===== src/hdl/imfp_pkg.sv =====
package imfp_pkg;

   localparam int MsgBytes = 128;
   localparam int PosW     = $clog2(MsgBytes + 1);
   localparam int OffW     = 7;
   localparam int NumW     = 32;
   localparam int OffCount = 7;

   // parse phases
   localparam logic [3:0] PhChan  = 4'd0;
   localparam logic [3:0] PhStamp = 4'd1;
   localparam logic [3:0] PhTraf  = 4'd2;
   localparam logic [3:0] PhDial  = 4'd3;
   localparam logic [3:0] PhServ  = 4'd4;
   localparam logic [3:0] PhLine2 = 4'd5;
   localparam logic [3:0] PhFSrc  = 4'd6;
   localparam logic [3:0] PhFUser = 4'd7;
   localparam logic [3:0] PhFP1   = 4'd8;
   localparam logic [3:0] PhFP2   = 4'd9;
   localparam logic [3:0] PhThird = 4'd10;
   localparam logic [3:0] PhDone  = 4'd11;
   localparam logic [3:0] PhBad   = 4'd12;

   // slots of the offset table
   localparam int IxDial = 0;
   localparam int IxServ = 1;
   localparam int IxSrc  = 2;
   localparam int IxUser = 3;
   localparam int IxP1   = 4;
   localparam int IxP2   = 5;
   localparam int IxOrig = 6;

   localparam logic [7:0] ChNul   = 8'h00;
   localparam logic [7:0] ChDot   = 8'h2E;
   localparam logic [7:0] ChNl    = 8'h0A;
   localparam logic [7:0] ChZero  = 8'h30;
   localparam logic [7:0] ChSeven = 8'h37;

   localparam int RspDataW = 152;

   typedef struct packed {
      logic [3:0]                      phase;
      logic [PosW-1:0]                 pos;
      logic [NumW-1:0]                 chan;
      logic [NumW-1:0]                 stamp;
      logic [NumW-1:0]                 traf;
      logic [OffCount-1:0][OffW-1:0]   offs;
      logic                            ovf;
      logic                            bad;
   } parse_state_type;

   typedef struct packed {
      logic            number_overflow;
      logic [OffW-1:0] origin_at;
      logic [OffW-1:0] second_param_at;
      logic [OffW-1:0] first_param_at;
      logic [OffW-1:0] user_at;
      logic [OffW-1:0] source_at;
      logic [OffW-1:0] service_at;
      logic [OffW-1:0] dial_at;
      logic [NumW-1:0] traffic_class;
      logic [NumW-1:0] time_stamp;
      logic [NumW-1:0] channel;
      logic            status;
   } parse_result_type;

endpackage


===== src/hdl/imfp_step.sv =====
module imfp_step (
   input  imfp_pkg::parse_state_type  cur_state,
   input  logic [7:0]                 msg_byte,
   input  logic                       last_byte,
   output imfp_pkg::parse_state_type  state_in,
   output imfp_pkg::parse_result_type result
);

   imfp_pkg::parse_state_type s;
   logic [imfp_pkg::PosW-1:0] p;
   logic [imfp_pkg::PosW-1:0] p_inc;
   logic [imfp_pkg::OffW-1:0] off_here;
   logic [imfp_pkg::OffW-1:0] off_next;
   logic [imfp_pkg::NumW-1:0] acc_sel;
   logic [imfp_pkg::NumW-1:0] acc_new;
   logic                      acc_ovf;
   logic                      is_oct;
   logic                      take;
   logic                      do_fields;
   logic [1:0]                k;
   logic                      final_bad;

   assign p        = cur_state.pos;
   assign p_inc    = p + imfp_pkg::PosW'(1);
   assign off_here = imfp_pkg::OffW'(p);
   assign off_next = imfp_pkg::OffW'(p_inc);
   assign take     = p < imfp_pkg::PosW'(imfp_pkg::MsgBytes);
   assign is_oct   = (msg_byte >= imfp_pkg::ChZero) && (msg_byte <= imfp_pkg::ChSeven);

   // one shift-add unit serves whichever header number is open
   always_comb begin
      case (cur_state.phase)
         imfp_pkg::PhStamp: acc_sel = cur_state.stamp;
         imfp_pkg::PhTraf:  acc_sel = cur_state.traf;
         default:           acc_sel = cur_state.chan;
      endcase
   end

   assign acc_new = {acc_sel[imfp_pkg::NumW-4:0], msg_byte[2:0]};
   assign acc_ovf = acc_sel[imfp_pkg::NumW-1:imfp_pkg::NumW-3] != 3'd0;

   always_comb begin
      s         = cur_state;
      do_fields = 1'b0;
      k         = 2'd0;
      if (take) begin
         s.pos = p_inc;
         case (cur_state.phase)
            imfp_pkg::PhChan, imfp_pkg::PhStamp, imfp_pkg::PhTraf: begin
               if (is_oct) begin
                  if (acc_ovf) begin
                     s.ovf = 1'b1;
                  end
                  case (cur_state.phase)
                     imfp_pkg::PhStamp: s.stamp = acc_new;
                     imfp_pkg::PhTraf:  s.traf  = acc_new;
                     default:           s.chan  = acc_new;
                  endcase
               end else if (msg_byte == imfp_pkg::ChDot &&
                            cur_state.phase != imfp_pkg::PhTraf) begin
                  s.phase = cur_state.phase + 4'd1;
               end else if (msg_byte == imfp_pkg::ChNl) begin
                  s.offs[imfp_pkg::IxDial] = off_next;
                  s.phase = imfp_pkg::PhDial;
               end else begin
                  s.bad   = 1'b1;
                  s.phase = imfp_pkg::PhBad;
               end
            end
            imfp_pkg::PhDial: begin
               if (msg_byte == imfp_pkg::ChNul) begin
                  s.phase = imfp_pkg::PhDone;
               end else if (msg_byte == imfp_pkg::ChNl) begin
                  s.phase = imfp_pkg::PhLine2;
               end else if (msg_byte == imfp_pkg::ChDot) begin
                  s.offs[imfp_pkg::IxServ] = off_next;
                  s.phase = imfp_pkg::PhServ;
               end
            end
            imfp_pkg::PhServ: begin
               if (msg_byte == imfp_pkg::ChNul) begin
                  s.phase = imfp_pkg::PhDone;
               end else if (msg_byte == imfp_pkg::ChNl) begin
                  s.phase = imfp_pkg::PhLine2;
               end
            end
            imfp_pkg::PhLine2: begin
               if (msg_byte == imfp_pkg::ChNul) begin
                  s.phase = imfp_pkg::PhDone;
               end else begin
                  // open the source string here, then treat the byte as a field byte
                  s.offs[imfp_pkg::IxSrc] = off_here;
                  s.phase   = imfp_pkg::PhFSrc;
                  do_fields = 1'b1;
               end
            end
            imfp_pkg::PhFSrc, imfp_pkg::PhFUser, imfp_pkg::PhFP1, imfp_pkg::PhFP2: begin
               do_fields = 1'b1;
            end
            imfp_pkg::PhThird: begin
               if (msg_byte == imfp_pkg::ChDot) begin
                  s.offs[imfp_pkg::IxOrig] = off_next;
                  s.phase = imfp_pkg::PhDone;
               end else if (msg_byte == imfp_pkg::ChNul || msg_byte == imfp_pkg::ChNl) begin
                  s.phase = imfp_pkg::PhDone;
               end
            end
            default: begin
            end
         endcase

         if (do_fields) begin
            k = 2'(s.phase - imfp_pkg::PhFSrc);
            if (msg_byte == imfp_pkg::ChDot) begin
               if (k != 2'd3) begin
                  s.offs[imfp_pkg::IxUser + int'(k)] = off_next;
                  s.phase = s.phase + 4'd1;
               end else begin
                  s.phase = imfp_pkg::PhDone;
               end
            end else if (msg_byte == imfp_pkg::ChNl) begin
               // third line: shift source, uid, param1 down one slot
               s.offs[imfp_pkg::IxP2]   = s.offs[imfp_pkg::IxP1];
               s.offs[imfp_pkg::IxP1]   = s.offs[imfp_pkg::IxUser];
               s.offs[imfp_pkg::IxUser] = s.offs[imfp_pkg::IxSrc];
               s.offs[imfp_pkg::IxSrc]  = off_next;
               s.phase = imfp_pkg::PhThird;
            end else if (msg_byte == imfp_pkg::ChNul) begin
               s.phase = imfp_pkg::PhDone;
            end
         end
      end
   end

   // the terminating NUL only matters while the header is still open
   assign final_bad = s.bad || s.phase == imfp_pkg::PhChan ||
                      s.phase == imfp_pkg::PhStamp || s.phase == imfp_pkg::PhTraf;

   assign state_in = last_byte ? imfp_pkg::parse_state_type'('0) : s;

   always_comb begin
      result = '0;
      result.status = final_bad;
      if (!final_bad) begin
         result.channel         = s.chan;
         result.time_stamp      = s.stamp;
         result.traffic_class   = s.traf;
         result.dial_at         = s.offs[imfp_pkg::IxDial];
         result.service_at      = s.offs[imfp_pkg::IxServ];
         result.source_at       = s.offs[imfp_pkg::IxSrc];
         result.user_at         = s.offs[imfp_pkg::IxUser];
         result.first_param_at  = s.offs[imfp_pkg::IxP1];
         result.second_param_at = s.offs[imfp_pkg::IxP2];
         result.origin_at       = s.offs[imfp_pkg::IxOrig];
         result.number_overflow = s.ovf;
      end
   end

endmodule


===== src/hdl/incall_message_field_parser.sv =====
// Channel   Dir  Payload
// req_      in   tdata[7:0] msg_byte, tlast last_byte
// rsp_      out  tdata result fields (status lowest), one transfer per message
//
// Takes one byte per cycle while the input stage is not stalled. A byte goes into an input register, then one pass of
// parse logic updates the phase, accumulators and offset table.
// On a last byte the parse result is captured in the output register.
// The input stage stalls only when a last byte waits on a full, unaccepted result register.
// Synchronous active-high reset returns the parser to the start of a header.
module incall_message_field_parser (
   input  logic                          clock,
   input  logic                          reset,
   input  logic                          req_tvalid,
   output logic                          req_tready,
   input  logic [7:0]                    req_tdata,   // [7:0] msg_byte
   input  logic                          req_tlast,   // last_byte
   output logic                          rsp_tvalid,
   input  logic                          rsp_tready,
   // [0] status, [32:1] channel, [64:33] time_stamp, [96:65] traffic_class,
   // [103:97] dial_at, [110:104] service_at, [117:111] source_at,
   // [124:118] user_at, [131:125] first_param_at, [138:132] second_param_at,
   // [145:139] origin_at, [146] number_overflow, [151:147] zero
   output logic [imfp_pkg::RspDataW-1:0] rsp_tdata
);

   logic                       in_valid_ff, in_valid_in;
   logic [7:0]                 in_byte_ff;
   logic                       in_last_ff;
   logic                       rsp_valid_ff, rsp_valid_in;
   imfp_pkg::parse_result_type rsp_data_ff;
   imfp_pkg::parse_state_type  state_ff;
   imfp_pkg::parse_state_type  state_in;
   imfp_pkg::parse_result_type result;
   logic                       advance;
   logic                       req_xfer;

   imfp_step u_step (
      .cur_state (state_ff),
      .msg_byte  (in_byte_ff),
      .last_byte (in_last_ff),
      .state_in  (state_in),
      .result    (result)
   );

   // a plain byte always moves on; a last byte needs room in the result register
   assign advance    = in_valid_ff && (!in_last_ff || !rsp_valid_ff || rsp_tready);
   assign req_tready = !in_valid_ff || advance;
   assign req_xfer   = req_tvalid && req_tready;

   assign in_valid_in  = req_xfer ? 1'b1 : (advance ? 1'b0 : in_valid_ff);
   assign rsp_valid_in = (advance && in_last_ff) ? 1'b1 :
                         (rsp_tready ? 1'b0 : rsp_valid_ff);

   always_ff @(posedge clock) begin
      if (reset) begin
         in_valid_ff  <= 1'b0;
         rsp_valid_ff <= 1'b0;
         state_ff     <= '0;
      end else begin
         in_valid_ff  <= in_valid_in;
         rsp_valid_ff <= rsp_valid_in;
         if (advance) begin
            state_ff <= state_in;
         end
      end
   end

   always_ff @(posedge clock) begin
      if (req_xfer) begin
         in_byte_ff <= req_tdata;
         in_last_ff <= req_tlast;
      end
      if (advance && in_last_ff) begin
         rsp_data_ff <= result;
      end
   end

   assign rsp_tvalid = rsp_valid_ff;
   assign rsp_tdata  = imfp_pkg::RspDataW'(rsp_data_ff);

`ifndef ASSERT_OFF
   a_restart_after_last: assert property (@(posedge clock) disable iff (reset)
      advance && in_last_ff |=> state_ff == '0)
      else $error("parser state not cleared after last byte");

   a_pos_bound: assert property (@(posedge clock) disable iff (reset)
      state_ff.pos <= imfp_pkg::PosW'(imfp_pkg::MsgBytes))
      else $error("byte position past buffer size");

   a_bad_clears_fields: assert property (@(posedge clock) disable iff (reset)
      rsp_valid_ff && rsp_data_ff.status |->
         rsp_data_ff.channel == '0 && rsp_data_ff.dial_at == '0 &&
         rsp_data_ff.number_overflow == 1'b0)
      else $error("bad header result carries field data");

   a_no_result_overwrite: assert property (@(posedge clock) disable iff (reset)
      rsp_valid_ff && !rsp_tready |-> !(advance && in_last_ff))
      else $error("result register overwritten while stalled");
`endif

endmodule


===== config.mk =====
export PLATFORM = sky130hd
export DESIGN_NAME = incall_message_field_parser
export DESIGN_NICKNAME = d
export VERILOG_FILES = /design/src/hdl/imfp_pkg.sv /design/src/hdl/imfp_step.sv /design/src/hdl/incall_message_field_parser.sv
export SDC_FILE = /design/constraint.sdc
export NUM_CORES = 1
export LEC_CHECK = 0
export BUFFER_PORTS_ARGS = -buffer_cell sky130_fd_sc_hd__buf_4
export CAP_MARGIN = 20
export CORE_MARGIN = 1.5
export CORE_UTILIZATION = 59
export DETAILED_ROUTE_END_ITERATION = 8
export HOLD_SLACK_MARGIN = 0.03
export PLACE_DENSITY = 0.8
export REMOVE_ABC_BUFFERS = 1
export SLEW_MARGIN = 10
export SYNTH_ARGS = -nofsm -noshare
export SYNTH_HDL_FRONTEND = slang
export SYNTH_SLANG_ARGS = --single-unit

===== constraint.sdc =====
create_clock -name clock -period 6.6 [get_ports clock]
set_clock_uncertainty 0.15 [all_clocks]
set_input_delay 1.32 -clock clock [delete_from_list [all_inputs] [get_ports clock]]
set_output_delay 1.32 -clock clock [all_outputs]
set_load 0.1 [all_outputs]

Word level (Yosys, flattened, before mapping)
Cells that the tools add are included.
{"block": "word_totals", "regBits": 317, "out_inout_bits": 154}
{"block": "op_classes", "add_sub_neg": 5, "eq_ne": 16, "order_cmp": 5, "muxes": 63, "n_reduce_logical": 27}
{"cell": "2-to-1 mux 159 bit", "n": 2}
{"cell": "2-to-1 mux 96 bit", "n": 2}
{"cell": "2-to-1 mux 7 bit", "n": 16}
{"cell": "2-to-1 mux 49 bit", "n": 2}
{"cell": "2-to-1 mux 32 bit", "n": 3}
{"cell": "2-to-1 mux 4 bit", "n": 17}
{"cell": "one-hot mux 32 bit (2 select lines)", "n": 1}
{"cell": "2-to-1 mux 28 bit", "n": 2}
{"cell": "bitwise mux 49 bit", "n": 1}
{"cell": ">= comparator 32 x 1 -> 1 bit (second input constant)", "n": 1}
{"cell": "less-than comparator 32 x 5 -> 1 bit (second input constant)", "n": 1}
{"cell": "demux 7 bit (select 3 bit)", "n": 1}
{"cell": "one-hot mux 4 bit (5 select lines)", "n": 1}
{"cell": "2-to-1 mux 9 bit", "n": 2}
{"cell": "== test 4 x 3 -> 1 bit (second input constant)", "n": 4}
{"cell": "2-to-1 mux 14 bit", "n": 1}
{"cell": "== test 4 x 2 -> 1 bit (second input constant)", "n": 3}
{"cell": "== test 4 bit (second input constant)", "n": 3}
{"cell": "2-to-1 mux 1 bit", "n": 11}
{"cell": "adder 4 x 1 -> 4 bit (second input constant)", "n": 2}
{"cell": "adder 8 x 1 -> 8 bit (second input constant)", "n": 1}
{"cell": "== test 4 x 1 -> 1 bit (second input constant)", "n": 2}
{"cell": "== test 8 x 4 -> 1 bit (second input constant)", "n": 1}
{"cell": "== test 8 x 6 -> 1 bit (second input constant)", "n": 1}
{"cell": "other kinds (19)", "n": 35}

Longest topological paths before layout
{"block": "depth", "ltp_word": 21, "depth_mapped": 19}

By module
From an unflattened synthesis, not the netlist that was laid out.
{"block": "hier_totals", "cells_unflattened": 1762, "area_unflattened_um2": 16677.2}
{"module": "incall_message_field_parser", "seq_area_each_um2": 7907.6, "area_per_inst_um2": 11882.6, "cells_each": 862, "instances": 1}
{"module": "imfp_step", "seq_area_each_um2": 0.0, "area_per_inst_um2": 4794.6, "cells_each": 900, "instances": 1}

Worst setup path before layout
No wires, ideal clock.
{"block": "synth_path", "path_type": "in2reg", "startpoint": "input rsp_tready", "endpoint": "register state_ff[4] (netlist bit)", "n_path_buf": 0, "stages": 7, "required_time_ps": 6309, "path_slack_ps": 716, "arrival_time_ps": 5593, "setup_time_ps": 141, "path_cell_list": "nor2b_1 -> nand2_1 -> and3_1 -> nor2_1 -> o31a_1 -> nand2_1 -> o21ai_0"}
{"block": "synth_between", "elab_chain_cells": 2}
{"item": "start: declaration", "line_no": "incall_message_field_parser.sv:18", "rtl": "input logic rsp_tready,"}
{"item": "logical OR 1 bit", "line_no": "incall_message_field_parser.sv:46", "rtl": "assign advance = in_valid_ff && (!in_last_ff || !rsp_valid_ff || rsp_tready);"}
{"item": "logical AND 1 bit", "line_no": "incall_message_field_parser.sv:46"}
{"item": "end signal: assignment", "line_no": "incall_message_field_parser.sv:63", "rtl": "state_ff <= state_in;"}
{"item": "end: declaration", "line_no": "incall_message_field_parser.sv:31", "rtl": "imfp_pkg::parse_state_type state_ff;"}
Every way passes these cells.
A chain may end at the register's enable or synchronous reset.

Worst setup path after layout
{"block": "layout_path", "startpoint": "register state_ff[155] (netlist bit)", "endpoint": "register rsp_data_ff (netlist bit rsp_tdata[85]), data pin"}
{"block": "layout_between", "elab_chain_cells": 16, "elab_cells_between_ends": 52, "cone_classes": "add/sub (3); eq/ne (14); mux (27); reduce/logical (8)"}
{"item": "branches (longest 11 deep; another with adder 4 x 1 -> 4 bit)"}
{"item": "2-to-1 mux 159 bit (*)", "line_no": "imfp_step.sv:46", "rtl": "if (take) begin"}
{"item": "zero test 4 bit", "line_no": "imfp_step.sv:136", "rtl": "assign final_bad = s.bad || s.phase == imfp_pkg::PhChan ||"}
{"item": "logical OR 1 bit (2 in series)", "line_no": "imfp_step.sv:136"}
{"item": "logical OR 1 bit", "line_no": "imfp_step.sv:137", "rtl": "s.phase == imfp_pkg::PhStamp || s.phase == imfp_pkg::PhTraf;"}
{"item": "end signal: assignment", "line_no": "incall_message_field_parser.sv:74", "rtl": "rsp_data_ff <= result;"}
{"item": "end: declaration", "line_no": "incall_message_field_parser.sv:30", "rtl": "imfp_pkg::parse_result_type rsp_data_ff;"}
Every way passes the cells marked *. The select of a mux whose other input is x is not followed.

==> impl_metrics.toml <==
[global_routing]
grt_start_max_net_pins = 74
grt_pass1_wl_mm = 60.5
grt-ovfl-total = 0
grtUsageTotal_pct = 28.8
grt_pass1_vias = 11400
antenna_found_initial = 0

[floorplan]
pin_count = 167
dieWidth_um = 161
die_h_um = 161
num_rows = 57
die-area_mm2 = 0.0259
initial_core_util_pct = 60.4
core_mm2 = 0.0244

[finish]
n_antenna_cell = 0
multiInputGateArea_mm2 = 0.00621
drive_above_1_share_pct = 20.9
syn2layout_area_growth_pct = 16.3
fillers = 1872
nNetsFinal = 1603
final_cell_area_mm2 = 0.0171
seqCellArea_mm2 = 0.00791

[synth]
synth_top_family_by_area = "compound AO/OA/AOI/OAI gates"
synth_fa_ha_area_share_pct = 0.849
ys_types = 77
synthMuxAreaShare_pct = 1.08
syn_area_mm2 = 0.0147
ys_seq_elements = 317
synth_most_common_cell = "nor2_1"
synthXorXnorAreaFrac_pct = 0.654
yosys.area_share.simple_pct = 16.0
synth-seq-area-share_pct = 53.7
synth_flop_cell = "dfxtp_1"
synth_compound_area_share_pct = 23.2
syn_area_per_cell_um2 = 9.96
synth_top_cell_by_area = "edfxtp_1"
ys_top_cells_by_count = "nor2_1, dfxtp_1, edfxtp_1, nand2_1, a22oi_1"
async_flop_share_pct = 0
yosysTopAreaCellShare_pct = 31.8
yosysWarningCount = 0
synth-edff-count = 156
synth.area.top_cells = "edfxtp_1, dfxtp_1, nor2_1, a22oi_1, a211oi_2"
netlist_instances = 1480

[placed_design]
dp_worst_setup_slack_ns = 1.47
dpl.hpwl_mm = 23.2
port_buffers = 161
dpl-instance-area_mm2 = 0.0160
gp_congestion = 0.871

[critical_path]
path_buf_inv = 2
cpPeakStageDelay_ns = 0.72
crit_family = "compound AO/OA/AOI/OAI gates"
path_cells = "inv_1 -> ha_1 -> or3_1 -> a211oi_1 -> a211oi_2 -> nor4_2 -> o21ai_0 -> ha_1 -> nor3_1 -> a211oi_1 -> o221a_2 -> o31ai_4 -> buf_12 -> a211oi_2"
required_ns = 6.67
critPathMaxFanout = 53
cp-end-kind = "register"
worst_ep_arrival_time_ns = 5.30
worstSetupStartpointType = "register"
critical_path_class = "reg -> reg"
crit_path_top_delay_cell = "o31ai_4"

[power]
seqPwrFrac_pct = 48.4
clock_power_share_pct = 43.2
power_density_mw_per_mm2 = 253
fin_total_pwr_mw = 4.34
p_int_mw = 3.25
power_switching_mw = 1.09
switching_share_pct = 25.2
p_comb_share_pct = 8.3
ir_drop_mv = 0.244
p_leak_nw = 5.65

[drt]
vias = 12100
route.detailed.wl_per_inst_um = 19.6
drt_wl_total_mm = 37.9
via_per_inst = 6.27
drc = 0
detail-route-antenna-nets = 0
drtIter0Drc = 1308
firstDrtPassIters = 6

[clock_network]
path_clk_slew_ns = 0.06
numCtsBuffers = 34
cts_buffer_depth = 3
cts_tree = "built"
cts.sinks = 317
clk_latency_ns = 0.51
cts_root_buf = "clkbuf_16"
cts-hold-fix-buffers = 0
cts_resized = 0
postCtsSetupRepairBufs = 0
htree_levels = 2

[sta]
tightestPinTransition_ns = 1.03
hold_viol = 0
grt_setup_unrepaired = "no"
fin_crit_ns = 5.23
timing.final.crit_share_pct = 79.3
finalSetupViolations = 0
layout_setup_ws_ns = 1.37
maxSlewHeadroom_pct = 30.6
maxSlewViolCount = 0
fmax_mhz = 191

[min_path]
min_path_type = "reg -> reg"

[run_status]
status = "complete, no violations"

[job]
maxCapViolations = 0
cell type report:
class                           instances  share of cell area, %
Inverter                               11                  0.241
Clock buffer                           48                   5.63
Timing Repair Buffer                  191                   8.63
Tap cell                              324                   2.37
Clock inverter                         13                  0.708
Sequential cell                       317                   46.2
Multi-Input combinational cell       1025                   36.3
cell usage in the layout, fill, tap and decap left out, drive strengths merged, types with 11 or more instances in the layout:
cell type / count
nor2: 280
buf: 191
dfxtp: 161
edfxtp: 156
nand2: 140
a22oi: 135
a211oi: 81
a21oi: 80
clkbuf: 48
o21ai: 38
and2: 37
o22ai: 25
a2bb2oi: 17
nor3: 17
a31oi: 15
nor4: 13
nand3: 11
o2bb2ai: 11
inv: 11
layer usage:
metal	GRT usage [%]	share of wire, %	vias to the layer above	wire [um]
li1	-	-	5610	-
met1	40.3	43	5894	16400
met2	46.8	48	537	18100
met3	4.55	7.3	54	2770
met4	7.37	1.7	0	629
met5	0	0	-	0
power groups by stage:
stage,Clock [mW],Combinational (mW),Sequential (mW)
2_1_floorplan,0,0.119,2.27
3_3_place_gp,0,0.358,2.14
3_5_place_dp,0,0.359,2.14
4_1_cts,1.90,0.361,2.10
5_1_grt,1.97,0.377,2.10
6_report,1.88,0.362,2.10
per-stage QoR:
stage / setup TNS (ns) / hold slack (ns) / util [%] / instances
after floorplan: -138.70 / 0.274 / - / 1353
after global placement: 0 / 0.285 / 65.7 / 1867
after detailed placement: 0 / 0.291 / 65.7 / 1867
after CTS: 0 / 0.305 / 70.2 / 1928
after global routing: 0 / 0.335 / 70.2 / 1929
final: 0 / 0.306 / 70.2 / 1929
cell families after synthesis:
kind of cell,count (synthesis)
compound gates,444
xor+xnor,11
fa+ha+maj,10
buf+inv,142
flops,317
mux,15
other cells,1
simple gates,540
sequential cells by signal, indices dropped and copies added, names as in the netlist:
register / flops
rsp_tvalid: 1
in_valid_ff: 1
rsp_tdata: 147
in_last_ff: 1
state_ff: 159
in_byte_ff: 8
worst reg2reg max path, cell delays in order (launching register included):
cell,delay (ns)
dfxtp_1,0.48
inv_1,0.18
ha_1,0.32
or3_1,0.44
a211oi_1,0.31
a211oi_2,0.09
nor4_2,0.33
o21ai_0,0.30
ha_1,0.36
nor3_1,0.34
a211oi_1,0.13
o221a_2,0.28
o31ai_4,0.72
buf_12,0.39
a211oi_2,0.14
worst paths after layout:
check                                    from             to  slack (ns)  depth (start not counted)
worst min-delay path              state_ff[4]    state_ff[4]        0.31                          2
worst max-delay path            state_ff[155]  rsp_tdata[85]        1.37                         14
worst min register to register    state_ff[4]    state_ff[4]        0.31                          2
worst max register to register  state_ff[155]  rsp_tdata[85]        1.37                         14
No activity file was read; power rests on OpenSTA's default activity.
